==> src/rtl/nlp_pkg.sv <==
// Shared constants and types for the lexicographic permutation lister.
// Depends on nothing; imported by next_lexicographic_permutation.
package nlp_pkg;

  // number of stored digit positions
  localparam int unsigned MAX_LEN = 8;
  localparam int unsigned DIGIT_W = 4;
  localparam int unsigned IDX_W = (MAX_LEN > 1) ? $clog2(MAX_LEN) : 1;
  localparam int unsigned LEN_W = $clog2(MAX_LEN + 1);
  localparam int unsigned CFG_W = 4;
  localparam int unsigned PERM_W = 32;
  localparam int unsigned PACK_DIGITS = (MAX_LEN < 8) ? MAX_LEN : 8;
  localparam logic [CFG_W-1:0] LEN_RESET = CFG_W'(8);

  typedef logic [DIGIT_W-1:0] digit_t;
  typedef logic [IDX_W-1:0] idx_t;
  typedef logic [LEN_W-1:0] len_t;

  // sequencer states, one-hot
  typedef enum logic [7:0] {
    ST_IDLE     = 8'b0000_0001,
    ST_PIV_LOAD = 8'b0000_0010,
    ST_PIV_SCAN = 8'b0000_0100,
    ST_EMIT     = 8'b0000_1000,
    ST_SUCC     = 8'b0001_0000,
    ST_SWAP     = 8'b0010_0000,
    ST_REV_A    = 8'b0100_0000,
    ST_REV_B    = 8'b1000_0000
  } state_e;

endpackage

==> src/rtl/next_lexicographic_permutation.sv <==
// Top level of the lexicographic permutation lister: digit store, sequencer,
// single-read-port compare unit and output register. Depends on nlp_pkg.
//
// Each request transfer emits the stored permutation of 1..n (n from the
// length register, 0 read as 1, values above MAX_LEN saturated), four bits per
// digit with the first digit lowest, tlast set when it is the final descending
// one and tuser set when the list was already exhausted; the stored
// permutation then advances to its lexicographic successor. A request with
// restart set reloads the identity first, and must follow any length write.
// The digit store has one read port, so the sequencer walks it one digit per
// cycle: it accepts the request, searches for the pivot from the right, emits
// and then, unless no pivot was found or the list is exhausted, searches for
// the successor, swaps, and reverses the suffix pair by pair, holding one end
// in ST_REV_A and swapping the pair in ST_REV_B. The input is ready only while
// the sequencer idles; a finished result waits in the output register while
// the next request is taken and searched, and the emit step stalls until that
// register is free.
module next_lexicographic_permutation
  import nlp_pkg::*;
(
  input  logic              clk_i,
  input  logic              rst_ni,
  // length register write
  input  logic              cfg_we_i,
  input  logic [CFG_W-1:0]  cfg_wdata_i,
  // request stream
  input  logic              s_axis_tvalid,
  output logic              s_axis_tready,
  input  logic [7:0]        s_axis_tdata,   // [0] restart, [7:1] zero
  // result stream
  output logic              m_axis_tvalid,
  input  logic              m_axis_tready,
  output logic [PERM_W-1:0] m_axis_tdata,   // [31:0] perm_packed
  output logic              m_axis_tlast,   // is_last
  output logic              m_axis_tuser    // exhausted
);

  state_e          state_q, state_d;
  logic [CFG_W-1:0] len_q;
  digit_t          digits_q [MAX_LEN];
  logic            done_q;

  idx_t            idx_q;      // pivot scan position
  digit_t          prev_q;     // digit right of the scan position
  idx_t            piv_idx_q;
  digit_t          piv_val_q;
  logic            found_q;
  len_t            m_q;        // successor scan position
  idx_t            best_q;
  digit_t          best_val_q;
  idx_t            r_q, s_q;   // reversal ends
  digit_t          tmp_q;

  logic            out_valid_q;
  logic [PERM_W-1:0] out_data_q;
  logic            out_last_q, out_user_q;

  len_t            n_eff;
  idx_t            n_last;
  idx_t            rd_idx;
  digit_t          rd_data;
  logic [PERM_W-1:0] packed_perm;
  logic            in_xfer;
  len_t            succ_start;
  idx_t            r_nx, s_nx;

  // effective length: zero acts as one, large values saturate
  always_comb begin
    if (len_q == '0) begin
      n_eff = len_t'(1);
    end else if (len_q > CFG_W'(MAX_LEN)) begin
      n_eff = len_t'(MAX_LEN);
    end else begin
      n_eff = len_q[LEN_W-1:0];
    end
  end
  assign n_last = idx_t'(n_eff - len_t'(1));

  // single read port of the digit store
  always_comb begin
    case (state_q)
      ST_PIV_LOAD: rd_idx = n_last;
      ST_PIV_SCAN: rd_idx = idx_q;
      ST_SUCC:     rd_idx = m_q[IDX_W-1:0];
      ST_REV_A:    rd_idx = r_q;
      ST_REV_B:    rd_idx = s_q;
      default:     rd_idx = '0;
    endcase
  end
  assign rd_data = digits_q[rd_idx];

  // packing of the first n digits, first digit lowest
  always_comb begin
    packed_perm = '0;
    for (int unsigned i = 0; i < PACK_DIGITS; i++) begin
      if (len_t'(i) < n_eff) begin
        packed_perm[DIGIT_W*i +: DIGIT_W] = digits_q[i];
      end
    end
  end

  assign s_axis_tready = (state_q == ST_IDLE);
  assign in_xfer = s_axis_tvalid && s_axis_tready;
  assign succ_start = len_t'(piv_idx_q) + len_t'(2);
  assign r_nx = r_q + idx_t'(1);
  assign s_nx = s_q - idx_t'(1);

  // sequencer
  always_comb begin
    state_d = state_q;
    case (state_q)
      ST_IDLE: begin
        if (in_xfer) state_d = ST_PIV_LOAD;
      end
      ST_PIV_LOAD: begin
        state_d = (n_eff == len_t'(1)) ? ST_EMIT : ST_PIV_SCAN;
      end
      ST_PIV_SCAN: begin
        if (rd_data < prev_q || idx_q == '0) state_d = ST_EMIT;
      end
      ST_EMIT: begin
        if (!out_valid_q) begin
          if (done_q || !found_q) begin
            state_d = ST_IDLE;
          end else if (succ_start < n_eff) begin
            state_d = ST_SUCC;
          end else begin
            state_d = ST_SWAP;
          end
        end
      end
      ST_SUCC: begin
        if (m_q[IDX_W-1:0] == n_last) state_d = ST_SWAP;
      end
      ST_SWAP: begin
        state_d = (piv_idx_q + idx_t'(1) < n_last) ? ST_REV_A : ST_IDLE;
      end
      ST_REV_A: state_d = ST_REV_B;
      ST_REV_B: begin
        state_d = (r_nx < s_nx) ? ST_REV_A : ST_IDLE;
      end
      default: state_d = ST_IDLE;
    endcase
  end

  // control registers
  always_ff @(posedge clk_i or negedge rst_ni) begin
    if (!rst_ni) begin
      state_q <= ST_IDLE;
      len_q   <= LEN_RESET;
      done_q  <= 1'b0;
    end else begin
      state_q <= state_d;
      if (cfg_we_i) len_q <= cfg_wdata_i;
      if (in_xfer && s_axis_tdata[0]) begin
        done_q <= 1'b0;
      end else if (state_q == ST_EMIT && !out_valid_q && !found_q) begin
        done_q <= 1'b1;
      end
    end
  end

  // digit store: identity on reset and restart, swap and reversal writes
  always_ff @(posedge clk_i or negedge rst_ni) begin
    if (!rst_ni) begin
      for (int unsigned i = 0; i < MAX_LEN; i++) begin
        digits_q[i] <= digit_t'(i + 1);
      end
    end else begin
      if (in_xfer && s_axis_tdata[0]) begin
        for (int unsigned i = 0; i < MAX_LEN; i++) begin
          digits_q[i] <= digit_t'(i + 1);
        end
      end else if (state_q == ST_SWAP) begin
        digits_q[piv_idx_q] <= best_val_q;
        digits_q[best_q]    <= piv_val_q;
      end else if (state_q == ST_REV_B) begin
        digits_q[r_q] <= rd_data;
        digits_q[s_q] <= tmp_q;
      end
    end
  end

  // search and reversal datapath
  always_ff @(posedge clk_i) begin
    case (state_q)
      ST_PIV_LOAD: begin
        prev_q  <= rd_data;
        idx_q   <= idx_t'(n_eff - len_t'(2));
        found_q <= 1'b0;
      end
      ST_PIV_SCAN: begin
        if (rd_data < prev_q) begin
          found_q   <= 1'b1;
          piv_idx_q <= idx_q;
          piv_val_q <= rd_data;
          best_q    <= idx_q + idx_t'(1);
          best_val_q <= prev_q;
          m_q       <= len_t'(idx_q) + len_t'(2);
        end else begin
          prev_q <= rd_data;
          idx_q  <= idx_q - idx_t'(1);
        end
      end
      ST_SUCC: begin
        if (rd_data > piv_val_q && rd_data < best_val_q) begin
          best_q     <= m_q[IDX_W-1:0];
          best_val_q <= rd_data;
        end
        m_q <= m_q + len_t'(1);
      end
      ST_SWAP: begin
        r_q <= piv_idx_q + idx_t'(1);
        s_q <= n_last;
      end
      ST_REV_A: tmp_q <= rd_data;
      ST_REV_B: begin
        r_q <= r_nx;
        s_q <= s_nx;
      end
      default: ;
    endcase
  end

  // output register
  always_ff @(posedge clk_i or negedge rst_ni) begin
    if (!rst_ni) begin
      out_valid_q <= 1'b0;
    end else if (state_q == ST_EMIT && !out_valid_q) begin
      out_valid_q <= 1'b1;
    end else if (m_axis_tready) begin
      out_valid_q <= 1'b0;
    end
  end

  always_ff @(posedge clk_i) begin
    if (state_q == ST_EMIT && !out_valid_q) begin
      out_data_q <= packed_perm;
      out_last_q <= !found_q;
      out_user_q <= done_q;
    end
  end

  assign m_axis_tvalid = out_valid_q;
  assign m_axis_tdata  = out_data_q;
  assign m_axis_tlast  = out_last_q;
  assign m_axis_tuser  = out_user_q;

endmodule

==> config.mk <==
export PLATFORM = sky130hd
export DESIGN_NAME = next_lexicographic_permutation
export DESIGN_NICKNAME = d
export VERILOG_FILES = /design/src/rtl/nlp_pkg.sv /design/src/rtl/next_lexicographic_permutation.sv
export SDC_FILE = /design/constraint.sdc
export NUM_CORES = 1
export LEC_CHECK = 0
export ABC_AREA = 1
export BUFFER_PORTS_ARGS = -buffer_cell sky130_fd_sc_hd__buf_4
export CAP_MARGIN = 40
export CORE_MARGIN = 2
export CORE_UTILIZATION = 53
export CTS_CLUSTER_DIAMETER = 40
export DETAILED_ROUTE_END_ITERATION = 16
export GPL_TIMING_DRIVEN = 1
export PLACE_DENSITY = 0.72
export SYNTH_ARGS = -nofsm -noshare
export SYNTH_HDL_FRONTEND = slang
export SYNTH_SLANG_ARGS = --single-unit
==> constraint.sdc <==
create_clock -name clk_i -period 8.6 [get_ports clk_i]
set_input_delay 1.72 -clock clk_i [delete_from_list [all_inputs] [get_ports clk_i]]
set_output_delay 1.72 -clock clk_i [all_outputs]
set_load 0.02 [all_outputs]
==> out/qor.yml, run 1 <==
outcome:
  status: "finished, final reports clean"
sta:
  fmax_mhz: 242.8
  post-route-period-util: 0.4788
  finalSetupTns_ps: 0
  max_slew_margin: 0.4591
  slew_violations: 0
  tightest_slew_ps: 805.1
  fin_ws_ps: 4482
  final-hold-violation-count: 0
  rsz0062_at_grt: "no"
  min_period_ps: 4118
  finalSetupViolations: 0
  fin_skew_ps: 9.443
grt:
  antenna_found_initial: 0
  grt_overflow: 0
  grtUsageTotal: 0.2759
  grt_max_degree: 47
  grt_pass1_wl_mm: 30.33
  grt_pass1_vias: 5703
final_layout:
  syn_to_final_growth_pct: 15.83
  num-fill-cells: 1129
  drive_above_1_share: 0.1827
  mostFrequentLayoutCells: "nand2_1 (140), inv_1 (110), nor2_1 (80), o21ai_0 (80), edfxtp_1 (69)"
  antenna_cells: 0
  final_cells: 1101
  nets: 962
  final_common_cell: "nand2_1"
placement:
  pre_cts_slack_ps: 4586
  port_buffers: 45
  gp_congestion: 1.005
  placed_cells: 1069
  dp_hpwl_mm: 14.07
setup_path:
  critical_path_arrival_ps: 4200
  end_kind: "register"
  slowest_stage: "dfstp_2"
  critPathKind: "register to register"
  max_stage_delay_ps: 610
  cp_cell_sequence: "nor2_1 -> inv_1 -> ha_1 -> ha_1 -> nand2_1 -> nand2_2 -> nor2_4 -> clkinv_4 -> o21ai_4 -> ha_1 -> a21oi_1 -> nand3_2 -> nand2_2 -> inv_2 -> nor2_2"
  critPathMaxFanout: 15
  crit_required_ps: 8680
  worst-path-buf-inv: 3
  cp-start-kind: "register"
  cp_common_cell: "ha_1"
  cp_top_family: "simple AND/OR/NAND/NOR gates"
clock_tree:
  cts_tree: "built"
  cts_buffers: 17
  clk_pin_slew_ps: 50
  cts_hold_repair.buffers: 0
  clock_latency_ps: 420
  cts_resized: 0
  cts_setup_buffers: 0
  cts_buffer_depth: 2
  cts_root_buffer: "clkbuf_16"
  cts_max_level: 4
  clkSinkCount: 115
yosys:
  synth_area_per_cell_um2: 8.389
  synth_ff_type: "edfxtp_1"
  ys_async_sr_fraction: 0.4000
  ys_seq_area_frac: 0.4494
  synth-edff-count: 69
  yosysWarnings: 0
  synth_top_cell_by_area: "edfxtp_1"
  netlist_area_um2: 7214
  synth_area_leaders: "edfxtp_1 (29%), dfrtp_1 (11%), nand2_1 (7.3%)"
  ys_seq_elements: 115
  synth_top_area_frac: 0.2872
  netlist_instances: 860
  syn_nets: 910
  synth_cell_types: 46
drt:
  drc: 0
  dr.pass1.iters: 6
  vias: 6271
  ant_nets: 0
  finalWirelength_mm: 19.02
  vias_per_cell: 5.696
  drtIter0Drc: 783
  routedWlPerCell_um: 17.27
hold_path:
  hold_class: "register to register"
floorplanning:
  core_um2: 13240
  die_w_um: 120.7
  io_pins: 53
  start_util: 0.5448
  die_area_um2: 14560
  row_count: 42
  die_y_um: 120.7
run:
  drv_cap: 0
power:
  p_per_area_nw_per_um2: 296.4
  leakage_nw: 3.723
  peakVddDrop_mv: 0.1817
state kept, by name (all words and copies together), names as in the netlist, 4 cells and up:
register	cells
best_val_q	4
prev_q	4
m_axis_tdata	32
digits_q	32
len_q	4
piv_val_q	4
state_q	8
tmp_q	4
layout make-up:
cell class                 count  area [um^2]  share of cell area
clock buffer                  20        446.7             0.05345
multi-input combinational    597         3391              0.4057
sequential                   115         3242              0.3879
inverter                     133        504.2             0.06034
tap                          176        220.2             0.02635
timing repair buffer          48        390.4             0.04671
clock inverter                12        162.7             0.01946
synth_stat cells, types with 4 or more instances:
| library cell | instances |
|---|---|
| nand2_1 | 140 |
| inv_1 | 110 |
| nor2_1 | 81 |
| o21ai_0 | 80 |
| edfxtp_1 | 69 |
| a21oi_1 | 42 |
| nand3_1 | 42 |
| ha_1 | 33 |
| dfrtp_1 | 31 |
| o21ai_1 | 22 |
| inv_2 | 21 |
| o211ai_1 | 20 |
| a31oi_1 | 18 |
| dfstp_2 | 15 |
| a22oi_1 | 14 |
| nand2_2 | 14 |
| nor3_1 | 12 |
| nand3_2 | 9 |
| clkbuf_1 | 7 |
| a211oi_1 | 6 |
| nor2_2 | 6 |
| or2_2 | 6 |
| buf_2 | 5 |
| nand2_4 | 5 |
| nand4_1 | 5 |
| o22ai_1 | 5 |
| nor2_4 | 4 |
| o21bai_1 | 4 |
| xnor2_1 | 4 |
| xor2_1 | 4 |
stage by stage:
stage               cell area [um^2]  hold WS, ps  utilization  power [mW]
floorplan                       7214        424.9            -       1.486
global placement                7695        430.8       0.5811       1.716
detailed placement              7747        440.2       0.5850       1.740
CTS                             8357        453.4       0.6310       2.481
global route                    8357        459.2       0.6310       2.628
finish                          8357        449.3       0.6310       2.477
worst paths after layout:
check                           endpoint     start  cells after the start  slack [ps]
min reg2reg                 m_axis_tuser    done_q                      0         450
max                        best_val_q[3]  len_q[3]                     15        4480
max reg2reg                best_val_q[3]  len_q[3]                     15        4480
min                         m_axis_tuser    done_q                      0         450
max in group asynchronous   digits_q[13]    rst_ni                      1        6840
min in group asynchronous     state_q[1]    rst_ni                      1        1300
where the power goes:
| part | switching [mW] | internal, mW |
|---|---|---|
| combinational | 0.610 | 0.291 |
| sequential | 0.0673 | 0.771 |
| clock | 0.250 | 0.487 |
| total | 0.927 | 1.55 |
routing by layer:
| metal | vias to the layer above | part of all wire | global-route usage |
|---|---|---|---|
| li1 | 3051 | - | - |
| met5 | - | 0 | 0 |
| met3 | 42 | 0.083 | 0.05047 |
| met4 | 0 | 0.035 | 0.1185 |
| met1 | 2886 | 0.42 | 0.3782 |
| met2 | 292 | 0.46 | 0.4301 |
logic make-up (layout without fill, tap and decap cells):
kind of cell               Yosys count  in the layout  synth area share
xor gates and xnor gates             8              8          0.009711
buffers and inverters              148            213           0.08169
AOI/OAI and AO/OA                  224            224            0.1849
and+or+nand+nor                    332            332            0.2171
adders and majority gates           33             33           0.05723
DFF                                115            115            0.4494
Note: power is estimated with default switching activity, not from simulation.
==> inputs of run 2 (changes only) <==
- ABC_AREA: 1 -> 0
- PLACE_DENSITY: 0.72 -> 0.74
- clock period: 8.6 -> 3.48 ns (I/O delays scaled with it)
==> run 2 against run 1 <==
  * Via count rose by 2.1%
  * Largest power group is now sequential cells
  * Sequential share of layout area shrank 3.0 points
  * First-iteration DRC count down 12%
  * Power rose by 120%
  * The run now ends with negative setup slack left
  * Final cell count down 5.6%
  * Combinational power grew 98%
  * Sequential power up 130%
  * Synthesized cell count shrank 15%
  * Critical path depth is 3 higher
  * Wire length rose by 21%
==> out/qor.yml, run 2 <==
grt:
  grt_pass1_vias: 6035
  grt_pass1_wl_mm: 34.96
  antenna_found_initial: 0
  grt_overflow: 0
  grtUsageTotal: 0.3283
  grt_max_degree: 47
final_layout:
  nets: 900
  drive_above_1_share: 0.2839
  final_cells: 1039
  syn_to_final_growth_pct: 27.32
  final_common_cell: "buf_4"
  post-route-util: 0.6861
  antenna_cells: 0
  mostFrequentLayoutCells: "buf_4 (128), nand2_1 (81), edfxtp_1 (69), a21oi_1 (56), nor2_1 (47)"
power:
  peakVddDrop_mv: 0.5072
  p_per_area_nw_per_um2: 594.8
  leakage_nw: 3.682
  finalPower_mw: 5.383
placement:
  port_buffers: 45
  dp_hpwl_mm: 16.65
  gp_congestion: 0.9690
  placed_cells: 989
outcome:
  violations: "negative setup slack"
  status: "finished, violations left"
sta:
  min_period_ps: 3873
  tightest_slew_ps: 978.6
  fin_ws_ps: -393.1
  post-route-period-util: 1.113
  slew_violations: 0
  rsz0062_at_grt: "yes"
  fmax_mhz: 258.2
  max_slew_margin: 0.3452
  fin_skew_ps: 7.319
  finalSetupViolations: 27
  finalSetupTns_ps: -6799
  final-hold-violation-count: 0
  holdWs_ps: 291.1
yosys:
  synth_commonest_cells: "nand2_1 (85), edfxtp_1 (69), a21oi_1 (59), nor2_1 (50), inv_1 (44)"
  synth_most_common_cell: "nand2_1"
  synth_top_area_frac: 0.2915
  synth_area_leaders: "edfxtp_1 (29%), dfrtp_1 (11%), ha_1 (5.8%)"
  netlist_instances: 732
  synth_top_cell_by_area: "edfxtp_1"
  ys_async_sr_fraction: 0.4000
  ys_seq_elements: 115
  netlist_area_um2: 7108
  yosysWarnings: 0
  synth-edff-count: 69
  syn_nets: 782
  ys_seq_area_frac: 0.4561
  synth_ff_type: "edfxtp_1"
  synth_cell_types: 73
  synth_area_per_cell_um2: 9.710
drt:
  vias: 6400
  drtIter0Drc: 689
  ant_nets: 0
  drc: 0
  routedWlPerCell_um: 22.21
  dr.pass1.iters: 5
  vias_per_cell: 6.160
  finalWirelength_mm: 23.07
clock_tree:
  cts_buffers: 17
  cts_max_level: 4
  cts_tree: "built"
  clkSinkCount: 115
  cts_root_buffer: "clkbuf_16"
  cts_hold_repair.buffers: 0
  cts_buffer_depth: 2
  clk_pin_slew_ps: 50
  clock_latency_ps: 420
floorplanning:
  io_pins: 53
  start_util: 0.5389
  die_area_um2: 14350
  row_count: 42
  die_y_um: 119.8
  die_w_um: 119.8
  core_um2: 13190
setup_path:
  crit_required_ps: 3610
  critPathMaxFanout: 7
  end_kind: "register"
  slowest_stage: "dfrtp_1"
  critical_path_arrival_ps: 4010
  cp-start-kind: "register"
  ff2ff_path_depth: 18
  cp_common_cell: "ha_4"
  cp_cell_sequence: "o21ba_4 -> nor2_4 -> inv_2 -> ha_4 -> ha_4 -> nand3_4 -> nand4_4 -> buf_6 -> mux2i_1 -> mux2i_1 -> mux2i_2 -> inv_2 -> ha_4 -> buf_4 -> a41oi_2 -> o21ai_1 -> o41ai_4 -> buf_6"
  critPathKind: "register to register"
  max_stage_delay_ps: 390
run:
  drv_cap: 0
hold_path:
  hold_class: "input port to asynchronous set/reset pin"
## run 2: cell families (layout without fill, tap and decap cells)
logic type,after synthesis,after routing,share of synthesized area
muxes,24,24,0.03450
adders and majority gates,33,33,0.05809
AOI/OAI and AO/OA,201,201,0.1889
xor gates and xnor gates,10,10,0.01232
and+or+nand+nor,267,268,0.2024
buffers and inverters,82,212,0.04770
DFF,115,115,0.4561
## run 2: through the flow
step	setup slack [ps]	cell area, um^2
floorplan	-156.6	7189
global placement	-338.0	8129
detailed placement	-482.2	8129
CTS	-249.6	8867
global route	-497.7	9050
finish	-393.1	9050
## run 2: what timing repair did
action | CTS | global route
cloned | 1 | 0
gates resized for setup | 14 | 25
pin swaps | 8 | 9
buffers inserted | 9 | 8
endpoints found under the setup margin | 27 | 27
## run 2: worst paths after layout
path	from	to	slack [ps]
worst max-delay path	len_q[1]	best_val_q[3]	-390
worst min-delay path	rst_ni	state_q[1]	290
worst max register to register	len_q[1]	best_val_q[3]	-390
worst min register to register	done_q	m_axis_tuser	480
max in group asynchronous	rst_ni	digits_q[15]	2750
min in group clk_i	s_axis_tvalid	state_q[0]	450
## run 2: area by class of cell
class / instances / area, um^2
Clock buffer: 19 / 432.9
Clock inverter: 13 / 141.4
Fill cell: 990 / 4140
Inverter: 45 / 178.9
Multi-Input combinational cell: 536 / 3795
Sequential cell: 115 / 3242
Tap cell: 176 / 220.2
Timing Repair Buffer: 135 / 1040
## run 2: report_power, final
group          internal (mW)  leakage, nW  total (mW)  switching [mW]
sequential              1.71         1.22        1.89           0.179
clock                   1.11        0.279        1.72           0.609
combinational          0.781         2.18        1.78            1.00
total                   3.60         3.68        5.38            1.79
## run 2: critical path, delay by kind of cell (launching register included)
family                     cells  cell delay, ps
AOI/OAI and AO/OA              4             860
DFF                            1             390
adders and majority gates      3             710
and+or+nand+nor                3             370
buffers and inverters          5             680
muxes                          3             590
## run 2: layer usage
| layer | up-vias | track usage | wire [um] |
|---|---|---|---|
| met3 | 53 | 0.07652 | 1848 |
| met4 | 0 | 0.1265 | 796 |
| met5 | - | 0 | 0 |
| met2 | 323 | 0.4950 | 10420 |
| met1 | 3083 | 0.4611 | 10010 |
| li1 | 2941 | - | - |
